==> src/sv/gws_ram.sv <==
`timescale 1ns / 1ps
// ============================================================================
// gws_ram
// Single write port, single read port memory with registered read data.
// ============================================================================
module gws_ram #(
    parameter int W     = 8,
    parameter int DEPTH = 16,
    parameter int AW    = 4
) (
    input  logic          i_clk,
    input  logic          i_we,
    input  logic [AW-1:0] i_waddr,
    input  logic [W-1:0]  i_wdata,
    input  logic [AW-1:0] i_raddr,
    output logic [W-1:0]  o_rdata
);

    logic [W-1:0] r_mem [DEPTH];
    logic [W-1:0] r_q;

    always_ff @(posedge i_clk) begin
        if (i_we) begin
            r_mem[i_waddr] <= i_wdata;
        end
        r_q <= r_mem[i_raddr];
    end

    assign o_rdata = r_q;

endmodule

==> config.mk <==
export PLATFORM = sky130hd
export DESIGN_NAME = gws_ram
export DESIGN_NICKNAME = d
export VERILOG_FILES = /design/src/sv/gws_ram.sv
export SDC_FILE = /design/constraint.sdc
export NUM_CORES = 1
export LEC_CHECK = 0
export BUFFER_PORTS_ARGS = -buffer_cell sky130_fd_sc_hd__clkbuf_2
export CAP_MARGIN = 5
export CORE_MARGIN = 1
export CORE_UTILIZATION = 51
export DETAILED_ROUTE_END_ITERATION = 12
export GPL_TIMING_DRIVEN = 0
export PLACE_DENSITY = 0.71
export REMOVE_ABC_BUFFERS = 1
export SETUP_SLACK_MARGIN = 0.1
export SLEW_MARGIN = 20
export SYNTH_ARGS = -nofsm -noshare
export SYNTH_HDL_FRONTEND = slang
export SYNTH_SLANG_ARGS = --single-unit
==> constraint.sdc <==
create_clock -name i_clk -period 3.2 [get_ports i_clk]
set_input_delay 0.16 -clock i_clk [delete_from_list [all_inputs] [get_ports i_clk]]
set_output_delay 0.16 -clock i_clk [all_outputs]
set_load 0.05 [all_outputs]
## Word-level counts from Yosys, hierarchy flattened

Memories as Yosys holds them, arrays and structs flattened. A register that Yosys moved wholly into a read port is not among the register bits.
Cells that the tools add are included.

| storage, ports and cells | value |
|---|---|
| register bits | 0 |
| memory bits (writable) | 128 |
| bits of input ports | 18 |
| output and inout port bits | 8 |
| word-level logic and storage cells | 3 |
| memories kept | 1 |

Memory list:

| name | depth | width | read ports | clocked after Yosys merged registers in | write ports | line | source |
|---|---|---|---|---|---|---|---|
| r_mem | 16 | 8 | 1 | 1 | 1 | 19 | `logic [W-1:0] r_mem [DEPTH];` |

| cells by class | value |
|---|---|
| mux-type cells | 2 |

Operator list:

| cell | count |
|---|---|
| 1-bit 2-to-1 mux | 2 |

## Depth between registers and ports, before layout

| logic depth | value |
|---|---|
| word-level depth | 2 |
| gate-level depth with buffers | 5 |
| gate-level depth less buffers | 3 |

## Worst setup path before layout

Ideal clock, no wire load.

| timing path | value |
|---|---|
| path kind | input to register |
| from | input i_waddr[2] |
| to | memory r_mem[0][0], enable pin |
| data arrival time | 1.270 ns |
| slack | 1.547 ns |
| cell stages on the path | 2 |
| path buffers | 0 |
| cells stage by stage | or3b_2 > nor3_1 |

RTL lines:

| item | line | source |
|---|---|---|
| from (decl) | 13 | `input logic [AW-1:0] i_waddr,` |
| to (decl) | 19 |  |

Straight into the memory's write port.

==> results.md <==
- Worst-skew pair later-pin latency: 0.51 ns
- Setup crit end kind: flip-flop
- Most common cell in the netlist: edfxtp_1
- Slack of the worst reg-to-reg path: 1.81 ns
- Fin worst setup slack: 1.81 ns
- R2R cell count: 3
- Sum of negative setup slack: 0 ns
- I/O pin cnt: 26
- CTS buffer count: 17
- Cell count after synthesis: 229
- Die height: 102 µm
- Slew Viols, Final: 0
- Mapped Area: 0.00515 mm²
- Layout area overhead: 16.5%
- Power Total: 4.21 mW
- Initial DRC count: 152
- Clock buffer depth: 2
- CTS tree: done
- Layout cells sized above 1: 28.9%
- Comb power frac: 5.0%
- Final WL: 9060 µm
- Reg2reg end: o_rdata[3]
- Synth cell count leaders: edfxtp_1 (128), mux4_2 (18), a22oi_1 (16)
- Antenna-violating nets left: 0
- Gr ovfl total: 0
- Synth area leader: edfxtp_1
- Dpl ws: 1.29 ns
- RSZ-0062 raised after global routing: no
- # DRC: 0
- Reg clk slew, reported paths: 0.06 ns
- Hold EP: r_mem[10][5]
- Synth top area cells: edfxtp_1 (75%), mux4_2 (7.9%), mux4_1 (7.1%), dfxtp_1 (3.1%), a22oi_1 (2.3%)
- Total global-route track usage: 19.4%
- DRT Pass-1 Iters: 4
- Synth top area share: 74.7%
- Syn_area_per_cell: 22.5 µm²
- Worst slew pin tran: 0.971 ns
- Critical path peak fanout: 1
- WP buf/inv: 0
- Max_slew headroom: 35.0%
- Largest net degree at the start of global routing: 33
- Crit path required time: 3.58 ns
- CTS Hold Bufs: 0
- Clock network fraction of design power: 47.5%
- Post-DP HPWL: 5370 µm
- Die ar.: 0.0105 mm²
- Initial antenna violation count: 0
- Setup crit start kind: flip-flop
- Cell Count, Final, Fillers Out: 410
- Core footprint: 0.00977 mm²
- Slowest Stage Delay on Critical Path: 0.49 ns
- Seq/Total Area, Yosys: 77.8%
- Kind of critical path: reg -> reg
- Cells after DPL: 378
- Initial Utilization: 52.7%
- Final Skew: 0.00557 ns
- Fill count: 672
- Post-CTS Setup Repair Bufs: 0
- Final setup vio count: 0
- Worst r2r src: r_mem[2][3]
- Max Cap Viol: 0
- Number of flops mapped to enable cells by yosys: 128
- First-pass GRT wire length: 13,700 µm
- Synth unique cells: 19
- WHS Path Cells: 1
- Ys Warns: 0
- Peak supply drop: 0.000463 V
- Synth async-reset ratio: 0%
- CP delay by family, top: multiplexers
- Sw Ratio: 20.8%
- Clk sinks: 136
- Post-DR wirelength/cell: 22.1 µm
- RD Place Congestion: 0.743
- Static Leak: 2.00 nW
- Int Pwr: 3.34 mW
- Yosys reg bits: 136
- PostCTS Resize Cnt: 0
- Fin. Hold Viols: 0
- Crit path max-delay cell type: mux4_1
- Min-Delay Startpoint: i_wdata[5]
- CTS root buf: clkbuf_8
- WHS: 0.0443 ns
- Sequential power share: 47.5%
- Port bufs: 25
- Ys flop type: edfxtp_1
- N_diodes: 0
- Pwr dens: 702 mW/mm²
- Vias in the first global route: 2,402
- Status: finished clean
- FP Rows: 36
- Post-layout min period: 1.39 ns
- P_sw: 0.877 mW
- Vias per cell: 5.67
- Crit-path cells: mux4_1 -> a22oi_1 -> nand2_1
- Horiz. Die Dim: 102 µm
- Min-Delay Path Class: in -> reg
- Critical path arrival: 1.77 ns
- Period utilization: 43.5%
- Fmax: 719 MHz
- Via count: 2,325
- Final net count: 282
- H-tree levels: 4
[per-stage QoR]
step           area, µm²  utilization (%)
2_1_floorplan       5060                -
3_3_place_gp        5350             54.8
3_5_place_dp        5380             55.1
4_1_cts             6000             61.4
5_1_grt             6000             61.4
6_report            6000             61.4
[cells by family after synthesis]
kind of cell / Yosys count / share of synthesized area [%]
flip-flops: 136 / 77.8
AND/OR/NAND/NOR: 35 / 3.18
multiplexers: 32 / 15.0
AO/OA/AOI/OAI: 16 / 2.33
buffers and inverters: 10 / 1.68
[area by class of cell]
cell class / instances / area (µm²) / area share (%)
Clock inverter: 14 / 198 / 3.30
Timing Repair Buffer: 26 / 135 / 2.25
Tap cell: 133 / 166 / 2.77
Sequential cell: 136 / 4000 / 66.8
Clock buffer: 18 / 418 / 6.97
Multi-Input combinational cell: 83 / 1080 / 18.0
[sequential cells by signal (all words and copies together), names as in the netlist]
register and cells:
r_mem 128, o_rdata 8
[metal layers]
layer  routed length (µm)  vias to the layer above  global-route usage, %
met5                    0                        -                      0
met4                   72                        0                   8.35
met3                  481                        8                   4.65
met2                 4520                       79                   30.5
met1                 3990                     1193                   26.2
li1                     -                     1045                      -
[worst max-delay path by stage]
| stage | from | to | cells after the start |
|---|---|---|---|
| final | r_mem[2][3] | o_rdata[3] | 3 |
| after global routing | i_raddr[0] | o_rdata[3] | 4 |
| after CTS | r_mem[9][1] | o_rdata[1] | 3 |
| after detailed placement | i_raddr[0] | o_rdata[3] | 4 |
| after global placement | i_raddr[0] | o_rdata[3] | 4 |
| after floorplan | i_waddr[2] | r_mem[0][0] | 2 |
[cells in the final DEF, fill, tap and decap left out, types with 2 or more instances in the layout]
cell type / n
edfxtp_1: 128
clkbuf_2: 24
mux4_2: 18
a22oi_1: 16
clkbuf_16: 16
mux4_1: 14
nor2_1: 13
nand2_1: 9
dfxtp_1: 8
nor3_2: 4
bufinv_16: 4
inv_6: 3
clkinv_4: 3
nand3b_1: 2
nand2b_1: 2
clkinvlp_4: 2
clkinv_2: 2
[power groups by stage]
stage	Sequential [mW]	Combinational, mW	Clock, mW
after floorplan	2.08	0.0798	0
after global placement	2.04	0.208	0
after detailed placement	2.04	0.213	0
after CTS	2.00	0.214	2.03
after global routing	2.01	0.228	2.10
final	2.00	0.211	2.00
Power figures use the tool's default switching activity.
