--- src/sv/gws_pkg.sv ---
`timescale 1ns / 1ps
// ============================================================================
// gws_pkg
// Shared types and codes for the grid word search unit.
// ============================================================================
package gws_pkg;

    // Action codes of an input item
    localparam logic [1:0] ACT_GRID   = 2'd0;
    localparam logic [1:0] ACT_WORD   = 2'd1;
    localparam logic [1:0] ACT_SEARCH = 2'd2;

    // Search directions, in the order they are tried
    localparam logic [1:0] DIR_UP    = 2'd0;
    localparam logic [1:0] DIR_LEFT  = 2'd1;
    localparam logic [1:0] DIR_DOWN  = 2'd2;
    localparam logic [1:0] DIR_RIGHT = 2'd3;

    // Result status codes
    localparam logic [1:0] STAT_MATCH = 2'd0;
    localparam logic [1:0] STAT_NONE  = 2'd1;
    localparam logic [1:0] STAT_SHORT = 2'd2;

    // Configuration register indexes
    localparam logic CFG_ROWS = 1'b0;
    localparam logic CFG_COLS = 1'b1;

    // Width of word length and letter counters, and of bound sums
    localparam int LEN_W = 7;
    localparam int BND_W = 8;

    typedef struct packed {
        logic [1:0] action;
        logic [5:0] row;
        logic [3:0] col;
        logic [7:0] letter;
        logic [3:0] letter_index;
        logic       final_letter;
    } t_in_item;

    typedef struct packed {
        logic [5:0] start_row;
        logic [3:0] start_col;
        logic [1:0] direction;
        logic [1:0] status;
        logic       last;
    } t_out_item;

    // Clamped settings handed to the sequencer
    typedef struct packed {
        logic [6:0]       rows;
        logic [4:0]       cols;
        logic [LEN_W-1:0] len;
    } t_cfg;

endpackage

--- src/sv/gws_ctrl.sv ---
`timescale 1ns / 1ps
// ============================================================================
// gws_ctrl
// Search sequencer: walks candidates, compares letters, stages results.
// ============================================================================
module gws_ctrl #(
    parameter int MAX_COLS = 16,
    parameter int GAW      = 10,
    parameter int WA       = 4
) (
    input  logic                i_clk,
    input  logic                i_rst_n,
    input  logic                i_in_valid,
    output logic                o_in_ready,
    input  gws_pkg::t_in_item   i_in_item,
    input  gws_pkg::t_cfg       i_cfg,
    output logic [GAW-1:0]      o_grid_raddr,
    input  logic [7:0]          i_grid_q,
    output logic [WA-1:0]       o_word_raddr,
    input  logic [7:0]          i_word_q,
    output logic                o_out_valid,
    input  logic                i_out_ready,
    output gws_pkg::t_out_item  o_out_item
);
    import gws_pkg::*;

    localparam logic [2:0] S_IDLE  = 3'd0;
    localparam logic [2:0] S_START = 3'd1;
    localparam logic [2:0] S_WALK  = 3'd2;
    localparam logic [2:0] S_PUSH  = 3'd3;
    localparam logic [2:0] S_FINAL = 3'd4;

    logic [2:0]       r_state, n_state;
    logic [5:0]       r_row, n_row;
    logic [3:0]       r_col, n_col;
    logic [1:0]       r_dir, n_dir;
    logic [GAW-1:0]   r_addr, n_addr;
    logic [GAW-1:0]   r_step, n_step;
    logic [LEN_W-1:0] r_widx, n_widx;
    logic             r_cmp_v, n_cmp_v;
    logic             r_cmp_end, n_cmp_end;
    logic             r_pend_v, n_pend_v;
    logic [3:0]       r_pend_col, n_pend_col;
    logic [1:0]       r_pend_dir, n_pend_dir;
    logic             r_short, n_short;
    logic             r_out_v, n_out_v;
    t_out_item        r_out, n_out;

    logic             w_slot;
    logic             w_last_cand;
    logic [2:0]       w_adv_state;
    logic [3:0]       w_adv_col;
    logic [1:0]       w_adv_dir;
    logic             w_fit_ok;
    logic [GAW-1:0]   w_step;
    logic             w_mismatch;
    logic [BND_W-1:0] w_len_b;

    assign w_slot      = !r_out_v || i_out_ready;
    assign w_mismatch  = r_cmp_v && (i_grid_q != i_word_q);
    assign w_len_b     = BND_W'(i_cfg.len);
    assign w_last_cand = (r_dir == DIR_RIGHT) && ({1'b0, r_col} == i_cfg.cols - 5'd1);

    // Next candidate: next direction, or first direction of next column; after the last one, the final state
    always_comb begin
        w_adv_state = S_START;
        w_adv_col   = r_col;
        w_adv_dir   = r_dir + 2'd1;
        if (w_last_cand) begin
            w_adv_state = S_FINAL;
        end else if (r_dir == DIR_RIGHT) begin
            w_adv_col = r_col + 4'd1;
        end
    end

    // The whole word lies inside the grid if its far end does
    always_comb begin
        case (r_dir)
            DIR_UP: begin
                w_fit_ok = BND_W'(r_row) + BND_W'(1) >= w_len_b;
                w_step   = GAW'(-MAX_COLS);
            end
            DIR_LEFT: begin
                w_fit_ok = BND_W'(r_col) + BND_W'(1) >= w_len_b;
                w_step   = '1;
            end
            DIR_DOWN: begin
                w_fit_ok = BND_W'(r_row) + w_len_b <= BND_W'(i_cfg.rows);
                w_step   = GAW'(MAX_COLS);
            end
            default: begin
                w_fit_ok = BND_W'(r_col) + w_len_b <= BND_W'(i_cfg.cols);
                w_step   = GAW'(1);
            end
        endcase
    end

    always_comb begin
        n_state    = r_state;
        n_row      = r_row;
        n_col      = r_col;
        n_dir      = r_dir;
        n_addr     = r_addr;
        n_step     = r_step;
        n_widx     = r_widx;
        n_cmp_v    = r_cmp_v;
        n_cmp_end  = r_cmp_end;
        n_pend_v   = r_pend_v;
        n_pend_col = r_pend_col;
        n_pend_dir = r_pend_dir;
        n_short    = r_short;
        n_out_v    = r_out_v;
        n_out      = r_out;

        if (r_out_v && i_out_ready) begin
            n_out_v = 1'b0;
        end

        unique case (r_state)
            S_IDLE: begin
                if (i_in_valid && i_in_item.action == ACT_SEARCH) begin
                    n_row    = i_in_item.row;
                    n_col    = '0;
                    n_dir    = DIR_UP;
                    n_pend_v = 1'b0;
                    n_short  = i_cfg.len < LEN_W'(2);
                    if (i_cfg.len < LEN_W'(2) || {1'b0, i_in_item.row} >= i_cfg.rows) begin
                        n_state = S_FINAL;
                    end else begin
                        n_state = S_START;
                    end
                end
            end
            S_START: begin
                n_cmp_v = 1'b0;
                n_widx  = '0;
                n_addr  = GAW'(32'(r_row) * MAX_COLS + 32'(r_col));
                n_step  = w_step;
                if (w_fit_ok) begin
                    n_state = S_WALK;
                end else begin
                    n_state = w_adv_state;
                    n_col   = w_adv_col;
                    n_dir   = w_adv_dir;
                end
            end
            S_WALK: begin
                if (w_mismatch) begin
                    n_state = w_adv_state;
                    n_col   = w_adv_col;
                    n_dir   = w_adv_dir;
                end else if (r_cmp_v && r_cmp_end) begin
                    n_state = S_PUSH;
                end else if (r_widx < i_cfg.len) begin
                    n_addr    = r_addr + r_step;
                    n_widx    = r_widx + LEN_W'(1);
                    n_cmp_v   = 1'b1;
                    n_cmp_end = r_widx == i_cfg.len - LEN_W'(1);
                end else begin
                    n_cmp_v = 1'b0;
                end
            end
            S_PUSH: begin
                // Hold the newest match back until it is known whether it is the last
                if (!r_pend_v || w_slot) begin
                    if (r_pend_v) begin
                        n_out_v           = 1'b1;
                        n_out.start_row   = r_row;
                        n_out.start_col   = r_pend_col;
                        n_out.direction   = r_pend_dir;
                        n_out.status      = STAT_MATCH;
                        n_out.last        = 1'b0;
                    end
                    n_pend_v   = 1'b1;
                    n_pend_col = r_col;
                    n_pend_dir = r_dir;
                    n_state    = w_adv_state;
                    n_col      = w_adv_col;
                    n_dir      = w_adv_dir;
                end
            end
            S_FINAL: begin
                if (w_slot) begin
                    n_out_v         = 1'b1;
                    n_out.start_row = r_row;
                    n_out.last      = 1'b1;
                    if (r_pend_v) begin
                        n_out.start_col = r_pend_col;
                        n_out.direction = r_pend_dir;
                        n_out.status    = STAT_MATCH;
                    end else begin
                        n_out.start_col = '0;
                        n_out.direction = DIR_UP;
                        n_out.status    = r_short ? STAT_SHORT : STAT_NONE;
                    end
                    n_pend_v = 1'b0;
                    n_state  = S_IDLE;
                end
            end
            default: begin
                n_state = S_IDLE;
            end
        endcase
    end

    always_ff @(posedge i_clk) begin
        if (!i_rst_n) begin
            r_state  <= S_IDLE;
            r_cmp_v  <= 1'b0;
            r_pend_v <= 1'b0;
            r_out_v  <= 1'b0;
        end else begin
            r_state  <= n_state;
            r_cmp_v  <= n_cmp_v;
            r_pend_v <= n_pend_v;
            r_out_v  <= n_out_v;
        end
    end

    always_ff @(posedge i_clk) begin
        r_row      <= n_row;
        r_col      <= n_col;
        r_dir      <= n_dir;
        r_addr     <= n_addr;
        r_step     <= n_step;
        r_widx     <= n_widx;
        r_cmp_end  <= n_cmp_end;
        r_pend_col <= n_pend_col;
        r_pend_dir <= n_pend_dir;
        r_short    <= n_short;
        r_out      <= n_out;
    end

    assign o_in_ready   = r_state == S_IDLE;
    assign o_grid_raddr = r_addr;
    assign o_word_raddr = r_widx[WA-1:0];
    assign o_out_valid  = r_out_v;
    assign o_out_item   = r_out;

endmodule

--- config.mk ---
export PLATFORM = sky130hd
export DESIGN_NAME = gws_ctrl
export DESIGN_NICKNAME = d
export VERILOG_FILES = /design/src/sv/gws_pkg.sv /design/src/sv/gws_ctrl.sv
export SDC_FILE = /design/constraint.sdc
export NUM_CORES = 1
export LEC_CHECK = 0
export ABC_AREA = 1
export BUFFER_PORTS_ARGS = -buffer_cell sky130_fd_sc_hd__buf_2
export CAP_MARGIN = 20
export CORE_MARGIN = 1
export CORE_UTILIZATION = 40
export CTS_CLUSTER_DIAMETER = 100
export DETAILED_ROUTE_END_ITERATION = 8
export GPL_ROUTABILITY_DRIVEN = 0
export GPL_TIMING_DRIVEN = 1
export PLACE_DENSITY_LB_ADDON = 0.15
export SLEW_MARGIN = 20
export SYNTH_ARGS = -nofsm -noshare
export SYNTH_HDL_FRONTEND = slang
export SYNTH_SLANG_ARGS = --single-unit
--- constraint.sdc ---
create_clock -name i_clk -period 3 [get_ports i_clk]
set_input_delay 0.15 -clock i_clk [delete_from_list [all_inputs] [get_ports i_clk]]
set_output_delay 0.15 -clock i_clk [all_outputs]
set_load 0.05 [all_outputs]
* Word-level counts from Yosys, hierarchy flattened *
Cells that the tools add are included.

storage, ports and cells
  flip-flop bits (word level) = 68

cells by class
  $add $sub $neg = 11
  magnitude comparators = 7
  equal/unequal tests = 21
  mux-type cells = 50
  bitwise gates (word level) = 2
  reduce and logical (&&, ||, !) cells = 25

operators by type and width
  cell                                   count
  2-to-1 mux 15 bit                      3
  2-to-1 mux 10 bit                      3
  case mux 10 bit (3 select lines)       1
  case mux 15 bit (2 select lines)       1
  2-to-1 mux 3 bit                       8
  2-to-1 mux 4 bit                       6
  2-to-1 mux 7 bit                       3
  case mux 10 bit (2 select lines)       1
  AND reduction 4 bit                    5
  != test 2 bit (second input constant)  8
  case mux 4 bit (4 select lines)        1
  case mux 3 bit (5 select lines)        1
  case mux 7 bit (2 select lines)        1
  adder 10 bit                           1
  adder 10 x 4 -> 10 bit                 1
  2-to-1 mux 1 bit                       10
  2-to-1 mux 2 bit                       5
  adder 4 x 7 -> 8 bit                   1
  adder 6 x 7 -> 8 bit                   1
  <= comparator 8 x 5 -> 1 bit           1
  <= comparator 8 x 7 -> 1 bit           1
  2-to-1 mux 8 bit                       1
  != test 8 bit                          1
  case mux 2 bit (4 select lines)        1
  35 further kinds                       50

* Depth between registers and ports, before layout *
Gate-level depths: netlist (run 1).

  depth in word-level cells = 6
  mapped depth = 22

* Worst setup path after synthesis (run 1) *
OpenSTA, ideal clock, no wires.

  path kind = register to register
  start point = register r_row[0]
  end point = register r_col[0] (enable)
  library setup time = 0.350 ns
  data arrival time = 2.843 ns
  required time = 2.650 ns
  setup slack = -0.193 ns
  stages on the path, launching flop included = 21
  path buffers = 0
  period minus slack after synthesis = 3.193 ns
  cells stage by stage = edfxtp_1 > ha_1 > inv_1 > fa_1 > o31ai_1 > a21o_1 > a21oi_1 > xor2_1 > ha_1 > nand3_1 > inv_1 > nand2_1 > nand2_1 > nand2_1 > nand2_1 > nand2_1 > nand2_1 > nand2_1 > nand2_1 > nand2_1 > nor2_1

between the ends
  longest elaborated chain between the ends = 5

ends and longest elaborated chain
  item                                                                 line                            source
  start, declared                                                      gws_ctrl.sv:34                  logic [5:0] r_row, n_row;
  start signal, assigned                                               gws_ctrl.sv:221                 r_row <= n_row;
  adder 6 x 7 -> 8 bit or adder 6 x 1 -> 7 bit (tied branches)         gws_ctrl.sv:88, gws_ctrl.sv:80
  <= comparator 8 x 7 -> 1 bit or >= comparator 7 bit (tied branches)  gws_ctrl.sv:88, gws_ctrl.sv:80
  case mux 1 bit (3 select lines) *                                    gws_ctrl.sv:78                  case (r_dir)
  != test 2 bit (no line) *                                            --
  AND reduction 5 bit (no line) *                                      --
  end signal, assigned                                                 gws_ctrl.sv:222                 r_col <= n_col;
  end, declared                                                        gws_ctrl.sv:35                  logic [3:0] r_col, n_col;

Every way passes the cells marked *; elsewhere a longest branch is shown, timed or not.
A chain may end at the register's enable or synchronous reset.

* Worst setup path in the final report (run 1) *
  start point = register r_row[0]
  end point = register r_col[1] (enable)

The elaborated chain is that of the path after synthesis.

==> metrics.txt, run 1 <==
status complete, but fails checks; failing checks negative setup slack; final worst path period need around 3100 ps; DR iter-0 viols around 220; Bufs on Longest Clock Path 2; crit path cell chain ha_2, inv_2, fa_2, o31ai_4, buf_4, buf_4, xnor2_1, inv_1, ha_1, nand3_2, inv_2, nand2_2, nand2_1, nand2_1, nand2_2, nand2_2, nand2_2, nand2_2, nand2_2, nand2_2, nor2_4; Worst Max-Slew Pin Slew 721 ps; synthesized net count between 700 and 800; vias post-DR 4409; RSZ-0062 raised after global routing true; Fmax between 300 and 400 MHz; root buf cell clkbuf_16; Max-Slew Margin vs Limit 51.7%; Syn-to-layout area delta 22.8%; Worst-path clk slew approximately 60 ps; # clock sinks 62; Die Area 0.0130 mm²; Antenna Violating Nets Remaining 0; Routed wire per std cell 13.5 µm; Async S/R FF share, synth 0%; Main synth FF type edfxtp_1; Unique masters post-synth 47; core area between 0.01 and 0.015 mm²; number of synthesized flops with an enable pin between 50 and 60; Synth Warn # 0; largest net degree at the start of global routing 20; Slowest cell on crit path fa_2; final worst slack -120 ps; Inserted Clock Buffers 9; critical-path maximum fanout 6; IO Count 95; grt total ovfl 0; port bufs 77; Synth Cell Area around 0.0050 mm²; clk_lat worst skew approximately 330 ps; Cell Rows 40; hold slack between 9 and 10 ps; crit end category register; final-layout fill cell count ~1100; vias per cell ~4.9; max_cap viols 0; Final Max Tran Viols 0; first drt pass iteration count 5; CTS tree done; P_leak 3.01 nW; initial antenna violation count 0; Syn Inst Count 624; Final Cycle Share 104%; PwrDens 468 mW/mm²; Yosys reg bits just over 60; DIE WIDTH 114 µm; # H-tree levels 3; GR Util All Layers between 15 and 20%; CP Launch Type register; Max VDD drop 0.000306 V; vias in the first global route 4311; CP required 3010 ps; Die Ht around 110 µm; WL final between 10000 and 15000 µm; Worst path most repeated cell nand2_2; Worst Skew between 10 and 15 ps; Final nets about 860; Pwr Total between 2 and 3 mW; Detail Placement HPWL approximately 10000 µm; Starting Density between 40% and 50%; Hold Vio Cnt, Final 0; sequential fraction of the synthesis area 35.8%; Setup violations, final 9; first-pass GRT wire length approximately 20000 µm; CP arrival between 3000 and 4000 ps; kind of critical path reg2reg; layout cells sized above 1 between 20% and 30%; Layout Utilization between 50 and 60%; CP max stage delay roughly 420 ps; DR DRC count 0; Hold Buf Count CTS 0; syn_area_per_cell roughly 8.1 µm²; Hold WC Path Type in2reg; n_diodes 0
==> layout make-up <==
class | count | area [µm²] | share of cell area (%)
inverters | 116 | 435 | 7.05
clock inverters | 6 | 110 | 1.78
well taps | 168 | 210 | 3.40
repair buffers | 103 | 581 | 9.40
flip-flops and latches | 62 | 1800 | 29.2
clock buffers | 10 | 229 | 3.71
multi-input cells | 440 | 2810 | 45.5
==> synthesized netlist by cell type, types with 2 or more instances <==
cell      count  share of area, %
fa_1          3               1.2
buf_4         4              0.60
nor2_1       64               4.8
xnor2_1      12               2.1
nor2_2        5              0.62
nand4_1       9               1.1
or2_0         3              0.37
or2_2         2              0.25
o21ai_0      20               2.0
xor2_1       18               3.1
dfxtp_1       6               2.4
nand3b_1      3              0.45
nor3_2        3              0.60
inv_2        11              0.82
edfxtp_1     56                33
ha_1         63                16
nand3_1      29               2.9
nor3_1        6              0.60
o21ai_1       8              0.80
a21boi_0      2              0.30
nor4_1        2              0.25
a22oi_1       2              0.30
nand2_1     132               9.8
a21oi_1      31               3.1
a21o_1        2              0.30
nand2_2       4              0.50
inv_1       104               7.8
==> logic make-up (layout without fill, tap and decap cells) <==
logic type	Yosys count	in the layout	share of synthesized area (%)
xor+xnor	31	31	5.55
simple gates	269	269	24.2
compound gates	74	74	8.16
buf+inv	122	235	9.43
fa+ha+maj	66	66	16.9
flops	62	62	35.8
==> stage by stage <==
step	setup TNS [ps]	worst slack [ps]	area, µm²	std cells
final	-844	-120	6180	905
after global routing	-2600	-313	6180	905
after CTS	-413	-68.9	6140	903
after detailed placement	-703	-117	5770	885
after global placement	-47.1	-7.94	5770	885
after floorplan	0	60.0	5040	624
==> report_power, final <==
group	leakage [nW]	switching (mW)	internal, mW	total [mW]
Sequential	0.564	0.0283	0.981	1.01
Combinational	2.28	0.420	0.263	0.683
Clock	0.160	0.385	0.810	1.20
Total	3.01	0.834	2.05	2.89
==> layout by cell type, fill, tap and decap left out, drive strengths merged <==
master / synthesis / layout
nand3: 30 / 30
ha: 63 / 63
inv: 115 / 115
nor4: 3 / 3
bufinv: 0 / 3
o21a: 1 / 1
nand3b: 3 / 3
a21boi: 2 / 2
o2111ai: 1 / 1
clkinv: 1 / 3
edfxtp: 56 / 56
dfxtp: 6 / 6
a21oi: 32 / 32
nor3: 9 / 9
a22oi: 2 / 2
nor2: 71 / 71
nand4: 10 / 10
o21bai: 1 / 1
o31ai: 1 / 1
nand2: 136 / 136
o21ai: 28 / 28
buf: 6 / 103
a21o: 2 / 2
xnor2: 12 / 12
fa: 3 / 3
o211ai: 1 / 1
xor2: 19 / 19
clkbuf: 0 / 10
nor3b: 1 / 1
a2111oi: 1 / 1
o22ai: 1 / 1
a31oi: 1 / 1
or2: 6 / 6
clkinvlp: 0 / 1
==> worst paths after layout <==
| path | cells past startpoint | to | from | slack, ps |
|---|---|---|---|---|
| worst max-delay path | 21 | r_col[1]$_SDFFCE_PN0P_ | r_row[0]$_DFFE_PP_ | -120 |
| worst min-delay path | 1 | r_row[3]$_DFFE_PP_ | i_in_item[20] | 10 |
| worst max register to register | 21 | r_col[1]$_SDFFCE_PN0P_ | r_row[0]$_DFFE_PP_ | -120 |
| worst min register to register | 2 | r_pend_v$_SDFFE_PN0P_ | r_pend_v$_SDFFE_PN0P_ | 530 |
==> what timing repair did <==
action | CTS | global route
pin swaps | 3 | 12
hold endpoints to repair | 0 | 0
setup buffers | 2 | 2
gates resized for setup | 7 | 8
endpoints found under the setup margin | 6 | 9
==> critical path, delay by kind of cell (launching register included) <==
family,cells,cell delay (ps)
xor+xnor,1,100
flops,1,360
fa+ha+maj,3,920
buf+inv,5,410
simple gates,11,800
compound gates,1,200
==> registers in the layout, summed over array words and instances, names as in the netlist, 2 cells and up <==
| register | cells |
|---|---|
| o_out_item | 15 |
| o_grid_raddr | 10 |
| r_widx | 7 |
| r_row | 6 |
| r_col | 4 |
| r_pend_col | 4 |
| r_step | 4 |
| r_state | 3 |
| r_dir | 2 |
| r_pend_dir | 2 |
==> per-layer routing <==
metal	wire (µm)	part of all wire, %	GRT usage [%]
met3	585	4.8	3.44
met2	5590	46	33.1
met4	318	2.6	7.97
met1	5730	47	25.5
met5	0	0	0
No activity file was read; power rests on OpenSTA's default activity.
==> run 2: changes to the inputs <==
- CELL_PAD_IN_SITES_DETAIL_PLACEMENT: default -> 0
- CELL_PAD_IN_SITES_GLOBAL_PLACEMENT: default -> 2
- CORE_UTILIZATION: 40 -> 30
- CTS_CLUSTER_DIAMETER: 100 -> 30
==> run 2 against run 1 <==
The flow now finishes without violations. Global-route usage decreased by 3.6 points. Worst hold slack improved by 5.4 ps. Via count decreased by 2.1%. Critical path depth is 1 lower. Clock power is 6% lower. Combinational power about the same. Sequential share of layout area is 0.60 points lower. Die area increased by 33%. Core utilization is 12 points lower. Non-clock buffer count is 11 higher. Critical path type unchanged.
==> metrics.txt, run 2 (synthesis gave the netlist of run 1 again) <==
max_cap viols 0; Reg power frac 35.8%; Antenna Violating Nets Remaining 0; worst r2r src r_row[0]$_DFFE_PP_; commonest non-fill, non-tap cell in the layout nand2_1; Layout Utilization about two fifths; initial antenna violation count 0; CTS tree done; P_leak between 3 and 4 nW; hold path start i_in_item[18]; post-route cell area 0.00631 mm²; Int Pwr 1.98 mW; Hold WC Path Type in2reg; Routed wire per std cell roughly 14 µm; Fmax between 300 and 400 MHz; clk_lat worst skew 330 ps; Bufs on Longest Clock Path 2; Worst Max-Slew Pin Slew roughly 770 ps; Max VDD drop between 0.0002 and 0.00025 V; Syn-to-layout area delta 25.4%; CP required between 3000 and 4000 ps; switching power roughly 0.84 mW; first drt pass iteration count 4; DR iter-0 viols ~200; GR Util All Layers ~16%; core area roughly 0.016 mm²; status complete, no violations; Pwr Total roughly 2.8 mW; Final Max Tran Viols 0; Die Area about 0.017 mm²; vias per cell between 4 and 5; vias post-DR 4318; RSZ-0062 raised after global routing true; root buf cell clkbuf_16; DIE WIDTH ~130 µm; combinational share of power roughly 24%; final-layout fill cell count 1690; Worst-path clk slew 60 ps; PwrDens between 400 and 500 mW/mm²; Hold Vio Cnt, Final 0; Starting Density roughly 31%; Worst R2R Path Depth 20; CP Launch Point r_row[0]$_DFFE_PP_; DR DRC count 0; # clock sinks between 60 and 70; Die Ht 132 µm; critical-path maximum fanout 6; kind of critical path reg2reg; WL final 13100 µm; Detail Placement HPWL between 10000 and 15000 µm; clock power share 39.9%; CP arrival roughly 3000 ps; Final nets between 800 and 900; Largest register FFs 15; port bufs 77; Inserted Clock Buffers 9; largest net degree at the start of global routing 20; Sw Ratio approximately 30%; Worst Skew about 7.3 ps; setup TNS 0 ps; worst hold stages 1; crit end category register; grt total ovfl 0; Post-DP Area between 0.005 and 0.006 mm²; IO Count between 90 and 100; Max-Slew Margin vs Limit between 40 and 50%; Final Cycle Share slightly below 100%; vias in the first global route roughly 4400; commonest non-fill, non-tap cells in the layout 128 x nand2_1, 103 x inv_1, 77 x buf_2; # H-tree levels 3; layout cells sized above 1 between 20 and 25%; CP Launch Type register; Setup violations, final 0; first-pass GRT wire length approximately 22000 µm; final worst path period need between 2000 and 3000 ps; n_diodes 0; Cell Rows 46
==> run 2: area by class of cell <==
type | instances | area, µm² | share of cell area [%]
Multi-Input combinational cell | 440 | 2800 | 44.5
Timing Repair Buffer | 114 | 673 | 10.7
Inverter | 116 | 435 | 6.90
Clock buffer | 9 | 225 | 3.57
Clock inverter | 7 | 97.6 | 1.55
Tap cell | 216 | 270 | 4.28
Sequential cell | 62 | 1800 | 28.6
==> run 2: per-stage QoR <==
step,setup slack (ps),hold slack [ps],cells
after floorplan,60.0,248,624
after global placement,-62.3,350,939
after detailed placement,-159,352,939
after CTS,-122,1.15,961
after global routing,-207,0.276,964
final,19.3,15.3,964
==> run 2: critical path: stages, from the launching register on <==
cell      delay [ps]
edfxtp_1         350
ha_2             190
inv_2             40
fa_2             360
o31ai_4          200
a21o_1           160
a21oi_2           50
xor2_1           150
ha_1             320
nand2_1           60
nand2_1           70
nand2_1           60
nand2_1           50
nor2_1            40
nand2_2           90
nand2_2           50
nand2_2           60
nand2_1           50
nand2_1           70
nand2_2           70
nor2_4           170
==> run 2: what timing repair did <==
action,4_1_cts,5_1_grt
pin swaps,13,11
setup buffers,2,3
gates cloned,0,0
hold buffers,4,0
endpoints found under the hold margin,4,0
resized for setup,8,3
endpoints found under the setup margin,6,9
==> run 2: path summary, 6_finish.rpt <==
| kind | to | slack (ps) |
|---|---|---|
| worst min register to register | r_pend_v$_SDFFE_PN0P_ | 490 |
| worst max register to register | r_col[1]$_SDFFCE_PN0P_ | 20 |
| worst max-delay path | r_col[1]$_SDFFCE_PN0P_ | 20 |
| worst min-delay path | r_row[1]$_DFFE_PP_ | 20 |
==> run 2: routing by layer <==
metal	GRT usage (%)	up-vias	part of all wire (%)	routed length [µm]
met2	25.7	69	44	5820
li1	-	2274	-	-
met1	22.3	1968	51	6690
met4	4.07	0	0.87	114
met5	0	-	0	0
met3	3.51	7	3.7	485
==> run 2: power by group through the flow <==
stage          registers, mW  clock network (mW)  logic [mW]
3_3_place_gp            1.03                   0       0.663
6_report                1.01                1.13       0.684
5_1_grt                 1.01                1.19       0.785
3_5_place_dp            1.03                   0       0.669
4_1_cts                 1.01                1.16       0.687
2_1_floorplan           1.06                   0       0.423
==> run 3: changes to the inputs <==
- BUFFER_PORTS_ARGS: -buffer_cell sky130_fd_sc_hd__buf_2 -> -buffer_cell sky130_fd_sc_hd__buf_4
==> run 3 against run 2 <==
Combinational power grew 4.5%. Setup slack gained 14 ps. Routed wire length grew 0.95%. Global-route usage shrank 0.32 points. Largest cell class unchanged. Highest routed layer unchanged.
==> metrics.txt, run 3 (synthesis gave the netlist of run 1 again) <==
status complete, no violations; Antenna Violating Nets Remaining 0; Final Cycle Share about 100%; final-layout fill cell count around 1700; grt met3 use around 3%; Global Route met2 Usage ~25%; Slowest cell on crit path edfxtp_1; Bufs on Longest Clock Path 2; Setup violations, final 0; Die Area between 0.015 and 0.02 mm²; clk_lat worst skew 330 ps; CP required 3030 ps; hold path start i_in_item[19]; worst r2r src r_row[0]$_DFFE_PP_; Inserted Clock Buffers 9; initial antenna violation count 0; CP arrival 2990 ps; layout cells sized above 1 a little under a quarter; Largest register FFs 15; Routed wire per std cell about 14 µm; vias per cell between 4 and 5; global-route layer with the greatest usage met2; crit end category register; CP Launch Type register; combinational share of power between 20% and 30%; CP max stage delay about 340 ps; clock power share around two fifths; Hold Vio Cnt, Final 0; worst path bufs/invs 12; DR iter-0 viols 230; Worst Skew around 5.7 ps; grt met1 use between 20% and 30%; Die Ht between 100 and 150 µm; Worst path most repeated cell buf_4; DR DRC count 0; Fmax roughly 340 MHz; Pwr Total ~2.9 mW; Int Pwr 2.01 mW; Hold WC Path Type in2reg; CTS tree done; Register Area ~0.0018 mm²; area of the multi-input gates 0.00282 mm²; # clock sinks 62; Max VDD drop 0.000260 V; vias in the first global route about 4300; first drt pass iteration count 4; IO Count 95; Reg power frac 35.4%; Critical Path Stages 25; Syn-to-layout area delta 29.9%; Final Max Tran Viols 0; Post-DP Area about 0.0060 mm²; commonest non-fill, non-tap cells in the layout 126 x nand2_1, 112 x buf_4, 102 x inv_1; WL final ~13000 µm; Final nets roughly 880; vias post-DR around 4400; post-route cell area 0.00653 mm²; core area around 0.016 mm²; Worst Max-Slew Pin Slew approximately 700 ps; DIE WIDTH ~130 µm; max_cap viols 0; kind of critical path reg2reg; Worst R2R Path Depth 25; Worst R2R Setup Slack between 30 and 40 ps; Worst Setup EP r_col[0]$_SDFFCE_PN0P_; root buf cell clkbuf_16; n_diodes 0; critical-path maximum fanout 6; # H-tree levels 3; PwrDens around 440 mW/mm²; Max-Slew Margin vs Limit approximately 53%; final worst path period need 2970 ps; grt total ovfl 0; largest net degree at the start of global routing 20; switching power around 0.85 mW; Detail Placement HPWL 10800 µm; RR Endpoint r_col[0]$_SDFFCE_PN0P_; first-pass GRT wire length 21600 µm; CP Launch Point r_row[0]$_DFFE_PP_; Cell Rows 46; P_leak about 3.1 nW; port bufs 77; commonest non-fill, non-tap cell in the layout nand2_1; GR Util All Layers 15.9%; Sw Ratio a little under 30%; CP delay by family, top buffers and inverters; Worst-path clk slew around 60 ps; Starting Density between 30 and 40%; RSZ-0062 raised after global routing true
-- run 3: changes by cell type in the layout (fill, tap and decap cells not counted), moves of 2 or more --
cell     before  now
buf_4        33  112
nand3_2       2    4
nand3_1      28   26
nand2_1     128  126
buf_2        77    0
nand2_2       8   10
-- run 3: repair_timing --
| item | 4_1_cts | 5_1_grt |
|---|---|---|
| hold buffers | 3 | 0 |
| endpoints found under the hold margin | 3 | 0 |
| buffers inserted | 10 | 0 |
| pin swaps | 10 | 16 |
| setup endpoints to repair | 6 | 9 |
| resized for setup | 8 | 10 |
-- run 3: metrics by stage --
stage | std cells | utilization (%) | hold slack, ps | TNS [ps] | setup slack, ps
2_1_floorplan | 624 | - | 248 | 0 | 60.0
3_3_place_gp | 937 | 37.5 | 344 | -362 | -60.5
3_5_place_dp | 937 | 37.5 | 345 | -654 | -109
4_1_cts | 966 | 40.4 | 0.597 | -435 | -72.6
5_1_grt | 966 | 40.5 | 1.35 | -1170 | -188
6_report | 966 | 40.5 | 11.7 | 0 | 33.7
-- run 3: power groups by stage --
| stage | clock network, mW | logic (mW) | registers, mW |
|---|---|---|---|
| floorplan | 0 | 0.423 | 1.06 |
| global placement | 0 | 0.685 | 1.03 |
| detailed placement | 0 | 0.692 | 1.03 |
| CTS | 1.15 | 0.716 | 1.01 |
| global route | 1.18 | 0.816 | 1.01 |
| finish | 1.13 | 0.715 | 1.01 |
-- run 3: worst min-delay path by stage --
stage | to | cells past startpoint | slack [ps]
6_report | r_row[2]$_DFFE_PP_ | 1 | 10
5_1_grt | r_row[2]$_DFFE_PP_ | 1 | 1
4_1_cts | r_row[2]$_DFFE_PP_ | 1 | 0.6
3_5_place_dp | r_row[3]$_DFFE_PP_ | 1 | 340
3_3_place_gp | r_row[5]$_DFFE_PP_ | 1 | 340
2_1_floorplan | r_cmp_v$_SDFFE_PN0P_ | 2 | 250
-- run 3: metal layers --
| layer | share of wire [%] | vias up | wire, µm |
|---|---|---|---|
| met4 | 2.0 | 0 | 259 |
| met5 | 0 | - | 0 |
| met2 | 44 | 90 | 5890 |
| met3 | 3.9 | 12 | 521 |
| met1 | 50 | 1981 | 6570 |
| li1 | - | 2282 | - |
-- run 3: cell type report --
type                    count  share of cell area, %
clock buffers               9                   3.45
clock inverters             7                   1.49
inverters                 116                   6.66
multi-input cells         440                   43.2
flip-flops and latches     62                   27.6
well taps                 216                   4.14
repair buffers            116                   13.5
